`config.mk`:
```
export PLATFORM = sky130hd
export DESIGN_NAME = mfdt_dp
export DESIGN_NICKNAME = d
export VERILOG_FILES = /design/src/rtl/mfdt_pkg.sv /design/src/rtl/mfdt_mulmod.sv /design/src/rtl/mfdt_dp.sv
export SDC_FILE = /design/constraint.sdc
export NUM_CORES = 2
export LEC_CHECK = 0
export BUFFER_PORTS_ARGS = -buffer_cell sky130_fd_sc_hd__buf_2
export CORE_MARGIN = 2
export CORE_UTILIZATION = 69
export CTS_BUF_LIST = sky130_fd_sc_hd__clkbuf_8
export DETAILED_ROUTE_END_ITERATION = 16
export PLACE_DENSITY = 0.95
export SKIP_LAST_GASP = 1
export SYNTH_ARGS = -nofsm -noshare
export SYNTH_HDL_FRONTEND = slang
export SYNTH_SLANG_ARGS = --single-unit
```
`constraint.sdc`:
```
create_clock -name clk -period 16.56 [get_ports clk]
set_clock_uncertainty 0.2 [all_clocks]
set_input_delay 0 -clock clk [delete_from_list [all_inputs] [get_ports clk]]
set_output_delay 0 -clock clk [all_outputs]
set_load 0.1 [all_outputs]
```
`src/rtl/mfdt_pkg.sv`:
```
// Shared types and constants for the Mersenne-form divisor test block.
// No dependencies; every other file imports this package.
`timescale 1ns / 1ps

package mfdt_pkg;

  localparam int FIELD_W   = 64;
  localparam int STATUS_W  = 2;
  localparam int CFG_IDX_W = 1;

  localparam logic [FIELD_W-1:0] EXP_RESET  = 64'd136279841;
  localparam logic [FIELD_W-1:0] MULT_RESET = 64'd28;

  // configuration register indexes
  localparam logic [CFG_IDX_W-1:0] CFG_EXPONENT   = 1'b0;
  localparam logic [CFG_IDX_W-1:0] CFG_MULTIPLIER = 1'b1;

  // result status codes
  localparam logic [STATUS_W-1:0] ST_NO_HIT = 2'd0;
  localparam logic [STATUS_W-1:0] ST_HIT    = 2'd1;
  localparam logic [STATUS_W-1:0] ST_P_ZERO = 2'd2;
  localparam logic [STATUS_W-1:0] ST_Q_ZERO = 2'd3;

  // operand selection for the shared modular multiplier
  localparam logic [1:0] OP_ACC_SQ = 2'd0;
  localparam logic [1:0] OP_SQ_SQ  = 2'd1;
  localparam logic [1:0] OP_Q_K    = 2'd2;

  typedef struct packed {
    logic                load;
    logic                mul_start;
    logic [1:0]          mul_op;
    logic                acc_wr;
    logic                sq_wr;
    logic                e_shift;
    logic                st_wr;
    logic [STATUS_W-1:0] st_code;
    logic                out_load;
  } dp_cmd_t;

  typedef struct packed {
    logic n_small;
    logic e_zero;
    logic e_lsb;
    logic p_zero;
    logic p_one;
    logic mul_busy;
    logic mul_done;
    logic hit;
    logic out_free;
  } dp_sts_t;

endpackage

```
`src/rtl/mfdt_mulmod.sv`:
```
// Bit-serial modular multiplier: x*y mod n, one bit of y per cycle, MSB first.
// Needs x < n; y may be any value (reduced on the fly). Depends on mfdt_pkg.
`timescale 1ns / 1ps

module mfdt_mulmod #(
  parameter int DW = 64
) (
  input  logic          clk,
  input  logic          rst_n,
  input  logic          start,
  input  logic [DW-1:0] x,
  input  logic [DW-1:0] y,
  input  logic [DW-1:0] n,
  output logic          busy,
  output logic          done,
  output logic [DW-1:0] res
);
  import mfdt_pkg::*;

  localparam int CW = $clog2(DW + 1);

  logic [DW-1:0] acc_r, y_r;
  logic [CW-1:0] cnt_r;
  logic          busy_r, done_r;
  logic [DW+1:0] t, d1, d2, n1, n2;
  logic [DW-1:0] acc_nxt;

  // 2*acc + bit*x is below 3n, so one of three candidates is the residue
  always_comb begin
    n1 = {2'b00, n};
    n2 = {1'b0, n, 1'b0};
    t  = {1'b0, acc_r, 1'b0} + {2'b00, (y_r[DW-1] ? x : {DW{1'b0}})};
    d1 = t - n1;
    d2 = t - n2;
    if (t >= n2) begin
      acc_nxt = d2[DW-1:0];
    end else if (t >= n1) begin
      acc_nxt = d1[DW-1:0];
    end else begin
      acc_nxt = t[DW-1:0];
    end
  end

  always_ff @(posedge clk) begin
    if (!rst_n) begin
      busy_r <= 1'b0;
      done_r <= 1'b0;
      cnt_r  <= '0;
    end else begin
      done_r <= busy_r && !start && (cnt_r == CW'(1));
      if (start) begin
        busy_r <= 1'b1;
        cnt_r  <= CW'(DW);
      end else if (busy_r) begin
        cnt_r <= cnt_r - CW'(1);
        if (cnt_r == CW'(1)) begin
          busy_r <= 1'b0;
        end
      end
    end
  end

  always_ff @(posedge clk) begin
    if (start) begin
      acc_r <= '0;
      y_r   <= y;
    end else if (busy_r) begin
      acc_r <= acc_nxt;
      y_r   <= {y_r[DW-2:0], 1'b0};
    end
  end

  assign busy = busy_r;
  assign done = done_r;
  assign res  = acc_r;

`ifndef SYNTH
  a_res_reduced: assert property (@(posedge clk) disable iff (!rst_n)
    (done_r && (n != '0)) |-> (acc_r < n))
    else $error("mulmod result not reduced");
`endif

endmodule

```
`src/rtl/mfdt_dp.sv`:
```
// Datapath: configuration registers, modulus, exponent shifter, power and
// square registers, the shared modular multiplier and the result register.
// Depends on mfdt_pkg and mfdt_mulmod.
`timescale 1ns / 1ps

module mfdt_dp #(
  parameter int DW = 64
) (
  input  logic                             clk,
  input  logic                             rst_n,
  input  mfdt_pkg::dp_cmd_t                cmd,
  output mfdt_pkg::dp_sts_t                sts,
  input  logic                             cfg_we,
  input  logic [mfdt_pkg::CFG_IDX_W-1:0]   cfg_index,
  input  logic [mfdt_pkg::FIELD_W-1:0]     cfg_data,
  input  logic [mfdt_pkg::FIELD_W-1:0]     in_candidate,
  input  logic                             out_ready,
  output logic                             out_valid,
  output logic [mfdt_pkg::STATUS_W-1:0]    out_status,
  output logic [mfdt_pkg::FIELD_W-1:0]     out_power_residue
);
  import mfdt_pkg::*;

  logic [FIELD_W-1:0]  exp_cfg_r, mult_cfg_r, e_r;
  logic [DW-1:0]       n_r, acc_r, sq_r, in_n;
  logic [STATUS_W-1:0] status_r, out_status_r;
  logic [FIELD_W-1:0]  out_res_r;
  logic                out_valid_r;
  logic [DW-1:0]       mul_x, mul_y, mul_res;
  logic                mul_busy, mul_done;

  assign in_n = in_candidate[DW-1:0];

  always_ff @(posedge clk) begin
    if (!rst_n) begin
      exp_cfg_r  <= EXP_RESET;
      mult_cfg_r <= MULT_RESET;
    end else if (cfg_we) begin
      if (cfg_index == CFG_EXPONENT) begin
        exp_cfg_r <= cfg_data;
      end else begin
        mult_cfg_r <= cfg_data;
      end
    end
  end

  always_comb begin
    case (cmd.mul_op)
      OP_ACC_SQ: begin
        mul_x = acc_r;
        mul_y = sq_r;
      end
      OP_Q_K: begin
        mul_x = acc_r - DW'(1);
        mul_y = mult_cfg_r[DW-1:0];
      end
      default: begin
        mul_x = sq_r;
        mul_y = sq_r;
      end
    endcase
  end

  mfdt_mulmod #(.DW(DW)) u_mulmod (
    .clk   (clk),
    .rst_n (rst_n),
    .start (cmd.mul_start),
    .x     (mul_x),
    .y     (mul_y),
    .n     (n_r),
    .busy  (mul_busy),
    .done  (mul_done),
    .res   (mul_res)
  );

  // 1 mod n and 2 mod n seeds; n of 0 or 1 skips the loop with power 0
  always_ff @(posedge clk) begin
    if (cmd.load) begin
      n_r   <= in_n;
      e_r   <= exp_cfg_r;
      acc_r <= (in_n[DW-1:1] == '0) ? DW'(0) : DW'(1);
      sq_r  <= (in_n < DW'(3)) ? DW'(0) : DW'(2);
    end else begin
      if (cmd.acc_wr) begin
        acc_r <= mul_res;
      end
      if (cmd.sq_wr) begin
        sq_r <= mul_res;
      end
      if (cmd.e_shift) begin
        e_r <= {1'b0, e_r[FIELD_W-1:1]};
      end
    end
    if (cmd.st_wr) begin
      status_r <= cmd.st_code;
    end
  end

  always_ff @(posedge clk) begin
    if (!rst_n) begin
      out_valid_r <= 1'b0;
    end else if (cmd.out_load) begin
      out_valid_r <= 1'b1;
    end else if (out_ready) begin
      out_valid_r <= 1'b0;
    end
  end

  always_ff @(posedge clk) begin
    if (cmd.out_load) begin
      out_status_r <= status_r;
      out_res_r    <= FIELD_W'(acc_r);
    end
  end

  always_comb begin
    sts          = '0;
    sts.n_small  = (n_r[DW-1:1] == '0);
    sts.e_zero   = (e_r == '0);
    sts.e_lsb    = e_r[0];
    sts.p_zero   = (acc_r == '0);
    sts.p_one    = (acc_r == DW'(1));
    sts.mul_busy = mul_busy;
    sts.mul_done = mul_done;
    sts.hit      = (mul_res == n_r - DW'(1));
    sts.out_free = !out_valid_r || out_ready;
  end

  assign out_valid         = out_valid_r;
  assign out_status        = out_status_r;
  assign out_power_residue = out_res_r;

`ifndef SYNTH
  a_no_overwrite: assert property (@(posedge clk) disable iff (!rst_n)
    cmd.out_load |-> (!out_valid_r || out_ready))
    else $error("result register overwritten before transaction");
  a_load_idle: assert property (@(posedge clk) disable iff (!rst_n)
    cmd.load |-> !mul_busy)
    else $error("new candidate loaded while multiplier busy");
`endif

endmodule

```
==> results of run 1 <==
-- through the flow --
step / instances / setup slack (ns)
2_1_floorplan: 4069 / 8.86
3_3_place_gp: 4814 / 6.66
3_5_place_dp: 4814 / 6.47
4_1_cts: 5297 / 6.14
-- routing by layer --
layer | track usage (%) | GRT overflow
met4 | 69.4 | 9
met2 | 89.0 | 4
met3 | 63.9 | 8
met1 | 79.1 | 4
met5 | 51.9 | 0
-- cell families after synthesis --
kind of cell / Yosys count / share of synthesized area, %
fa+ha+maj: 200 / 6.69
buf+inv: 327 / 3.40
xor+xnor: 332 / 7.70
flops: 590 / 41.6
simple gates: 1376 / 17.6
compound gates: 1056 / 17.9
mux: 188 / 5.19
-- repair_timing --
item	in CTS
endpoints found under the hold margin	412
setup endpoints to repair	0
hold buffers	307
==> impl_metrics.toml, run 1 <==
[synth]
yosysSeqAreaShare_pct = 41.6
synth_nets = 4413
async_flop_share_pct = 0
ys_top_cells_by_area = "edfxtp_1, dfxtp_1, ha_1"
netlist_instances = 4069
yosys_warnings = 0
avgSynthCellArea_sq_um = 9.28
synth_top_cell_area_share_pct = 30.9
ys_top_cells_by_count = "nand2_1, edfxtp_1, a21oi_1"
yosys.area.top_type = "edfxtp_1"
synth_seq_cells = 590
synth-edff-count = 388
post-synth-top-count-cell = "nand2_1"
synth.distinct_cells = 83
netlist_area_sq_mm = 0.0378
synth_flop_cell = "edfxtp_1"

[run_status]
status = "aborted with a tool error"
error_line = "[ERROR GRT-0232] Routing congestion too high. Check the congestion heatmap in the GUI."
lastStage = "5_1_grt"

[die]
start_util_pct = 70.0
die_height_microns = 238
row_count = 85
pin_count = 220
die_w_microns = 238

[clock_network]
clock_sinks = 590
htreeDepth = 3
cts_resized = 0
clockBufferDepth = 3
clock-root-buffer = "clkbuf_8"
cts_setup_buffers = 0
numCtsBuffers = 94

[place]
gp_congestion = 1.05
place_area_sq_mm = 0.0392
dp_hpwl_mm = 91.5
portBuffers = 219

[global_routing]
grt_overflow = 25
grt_max_degree = 89
grt_antenna_before_repair = 27
grt_usage_pct = 76.5
==> run 2: changes to the inputs <==
- CORE_UTILIZATION: 69 -> 40
- CTS_BUF_LIST: sky130_fd_sc_hd__clkbuf_8 -> not set
- PLACE_DENSITY: 0.95 -> not set
- PLACE_DENSITY_LB_ADDON: not set -> 0.15
==> run 2 against run 1 <==
  * Synthesized cell count is the same
  * Area after synthesis did not move
  * The run now ends clean
==> impl_metrics.toml, run 2 <==
[run_status]
status = "complete, no violations"

[global_routing]
grt_usage_pct = 26.6
grt_antenna_before_repair = 0
grt_max_degree = 83
grt_pass1_vias = 31600
grt_first_pass_wirelength_mm = 198
grt_overflow = 0

[layout]
nNetsFinal = 4845
layout_commonest_cell = "nand2_1"
layout_common_cells = "nand2_1, edfxtp_1, a21oi_1"
areaGrowthSynthToFinish_pct = 20.5
layout-drive-gt1-share_pct = 10.5
post-route-cell-area_sq_mm = 0.0455

[clock_network]
clock-root-buffer = "clkbuf_16"
numCtsBuffers = 71
clockBufferDepth = 3
cts_tree = "yes"
clock_latency_ns = 0.65
path_clk_slew_ns = 0.06
cts_resized = 0
htreeDepth = 3
hold_buffers = 302
cts_setup_buffers = 0
clock_sinks = 590

[worst_setup_path]
r2r_start = "acc_r[0]$_DFFE_PP_"
end_kind = "register"
cp_max_fo = 43
crit_arrival_ns = 11.10
crit_required_ns = 16.89
r2r-end = "u_mulmod.res[53]$_SDFFE_PP0P_"
path_class = "reg -> reg"
cp-startpoint = "acc_r[0]$_DFFE_PP_"
critPathSlowestCell = "nand2_2"
slowest_delay_ns = 0.93
r2r_cells = 33
critPathLaunchType = "register"
r2r_slack_ns = 5.80

[hold_path]
hold_path_end = "n_r[57]$_DFFE_PP_"
timing.hold.worst.class = "in -> reg"
whs_path_depth = 2
min_from = "in_candidate[57]"

[timing]
final.setup.tns_ns = 0
drv_slew = 0
rsz0062_at_grt = "false"
finalHoldViolations = 0
worst_slew_pin_slew_ns = 1.15
finalSetupViolations = 0
period_needed_ns = 10.76
timing.fmax_ghz = 0.0929
min_period_over_period_pct = 65.0
slew_headroom_pct = 22.5

[place]
dp_hpwl_mm = 100
place_area_sq_mm = 0.0400
portBuffers = 219
gp_congestion = 0.962

[route]
drtIter0Drc = 2686
vias_per_cell = 5.58
dr.pass1.iters = 6
ant_nets = 0
wl_mm = 132
drc = 0
routedWlPerCell_microns = 22.7
num_vias = 32450

[synth]
synthAdderAreaFrac_pct = 6.69
muxShareOfSynthArea_pct = 5.19
ys_top_cells_by_area = "edfxtp_1, dfxtp_1, ha_1"
synth_top_cell_area_share_pct = 30.9
synth_compound_area_share_pct = 17.9
yosysSeqAreaShare_pct = 41.6
synth-xor-area-share_pct = 7.70
post-synth-top-count-cell = "nand2_1"
synth_top_family_by_area = "compound AO/OA/AOI/OAI gates"
netlist_area_sq_mm = 0.0378
synthSimpleGateAreaFrac_pct = 17.6
synth-edff-count = 388
netlist_instances = 4069
synth.distinct_cells = 83
synth_flop_cell = "edfxtp_1"
async_flop_share_pct = 0
yosys.area.top_type = "edfxtp_1"
yosys_warnings = 0
synth_nets = 4413
avgSynthCellArea_sq_um = 9.28
ys_top_cells_by_count = "nand2_1, edfxtp_1, a21oi_1"
synth_seq_cells = 590

[pwr]
peakVddDrop_v = 0.000105
cellPowerDensity_mw_per_mm2 = 145
leakagePower_nw = 18.6

[die]
die_area_sq_mm = 0.0969
core_area_sq_mm = 0.0935
pin_count = 220
die_w_microns = 311
start_util_pct = 40.4
die_height_microns = 311
row_count = 112

[flow_run]
maxCapViolations = 0
-- run 2: cell counts after synthesis --
Identical to the previous run, type by type.
-- run 2: logic make-up (layout without fill, tap and decap cells) --
kind of cell	count (synthesis)	after routing
DFF	590	590
muxes	188	188
xor gates and xnor gates	332	332
other	0	1
buffers and inverters	327	818
and+or+nand+nor	1376	1376
adders and majority gates	200	200
AOI/OAI and AO/OA	1056	1056
-- run 2: worst max path at each step --
stage	end	slack (ns)	cells after the start
floorplan	u_mulmod.res[0]$_SDFFE_PP0P_	8.86	31
global placement	u_mulmod.res[46]$_SDFFE_PP0P_	5.84	33
detailed placement	u_mulmod.res[51]$_SDFFE_PP0P_	5.94	33
CTS	u_mulmod.res[51]$_SDFFE_PP0P_	5.88	33
global route	u_mulmod.res[40]$_SDFFE_PP0P_	5.22	33
finish	u_mulmod.res[53]$_SDFFE_PP0P_	5.80	33
-- run 2: metal layers --
| layer | global-route usage [%] | routed length (microns) | part of all wire (%) |
|---|---|---|---|
| met1 | 38.7 | 63300 | 48 |
| met5 | 0 | 0 | 0 |
| met4 | 8.01 | 4060 | 3.1 |
| met2 | 41.5 | 57800 | 44 |
| met3 | 2.90 | 6750 | 5.1 |
-- run 2: per-stage QoR --
step / hold WS, ns / total power [W] / util (%) / worst slack (ns) / cells
after CTS: 0.000774 / 0.00657 / 48.7 / 5.88 / 5814
final: 0.00641 / 0.00660 / 48.7 / 5.80 / 5815
after floorplan: -0.101 / 0.00400 / - / 8.86 / 4069
after detailed placement: -0.0211 / 0.00483 / 42.8 / 5.94 / 5380
after global routing: 0.0136 / 0.00694 / 48.7 / 5.22 / 5814
after global placement: -0.0204 / 0.00485 / 42.8 / 5.84 / 5380
-- run 2: final cells by class --
cell class	count	area, sq um
antenna	1	2.50
clock buffer	96	1980
clock inverter	36	519
fill	8852	48000
inverter	128	480
multi-input combinational	3152	20800
sequential	590	15700
tap	1254	1570
timing repair buffer	558	4410
-- run 2: worst max-delay path: cells and delay by family, from the launching register on --
| family | cells | cell delay, ns |
|---|---|---|
| adder cells (fa/ha/maj) | 3 | 0.96 |
| flip-flops | 1 | 0.44 |
| AND/OR/NAND/NOR | 10 | 3.16 |
| AO/OA/AOI/OAI | 17 | 5.19 |
| XOR/XNOR | 2 | 0.56 |
| buffers and inverters | 1 | 0.13 |
-- run 2: power breakdown --
part	internal (W)	switching, W	total (W)
Clock	0.000994	0.000673	0.00167
Combinational	0.00107	0.00180	0.00288
Sequential	0.00179	0.000267	0.00206
Total	0.00386	0.00274	0.00660
(Power assumes the default switching activity.)
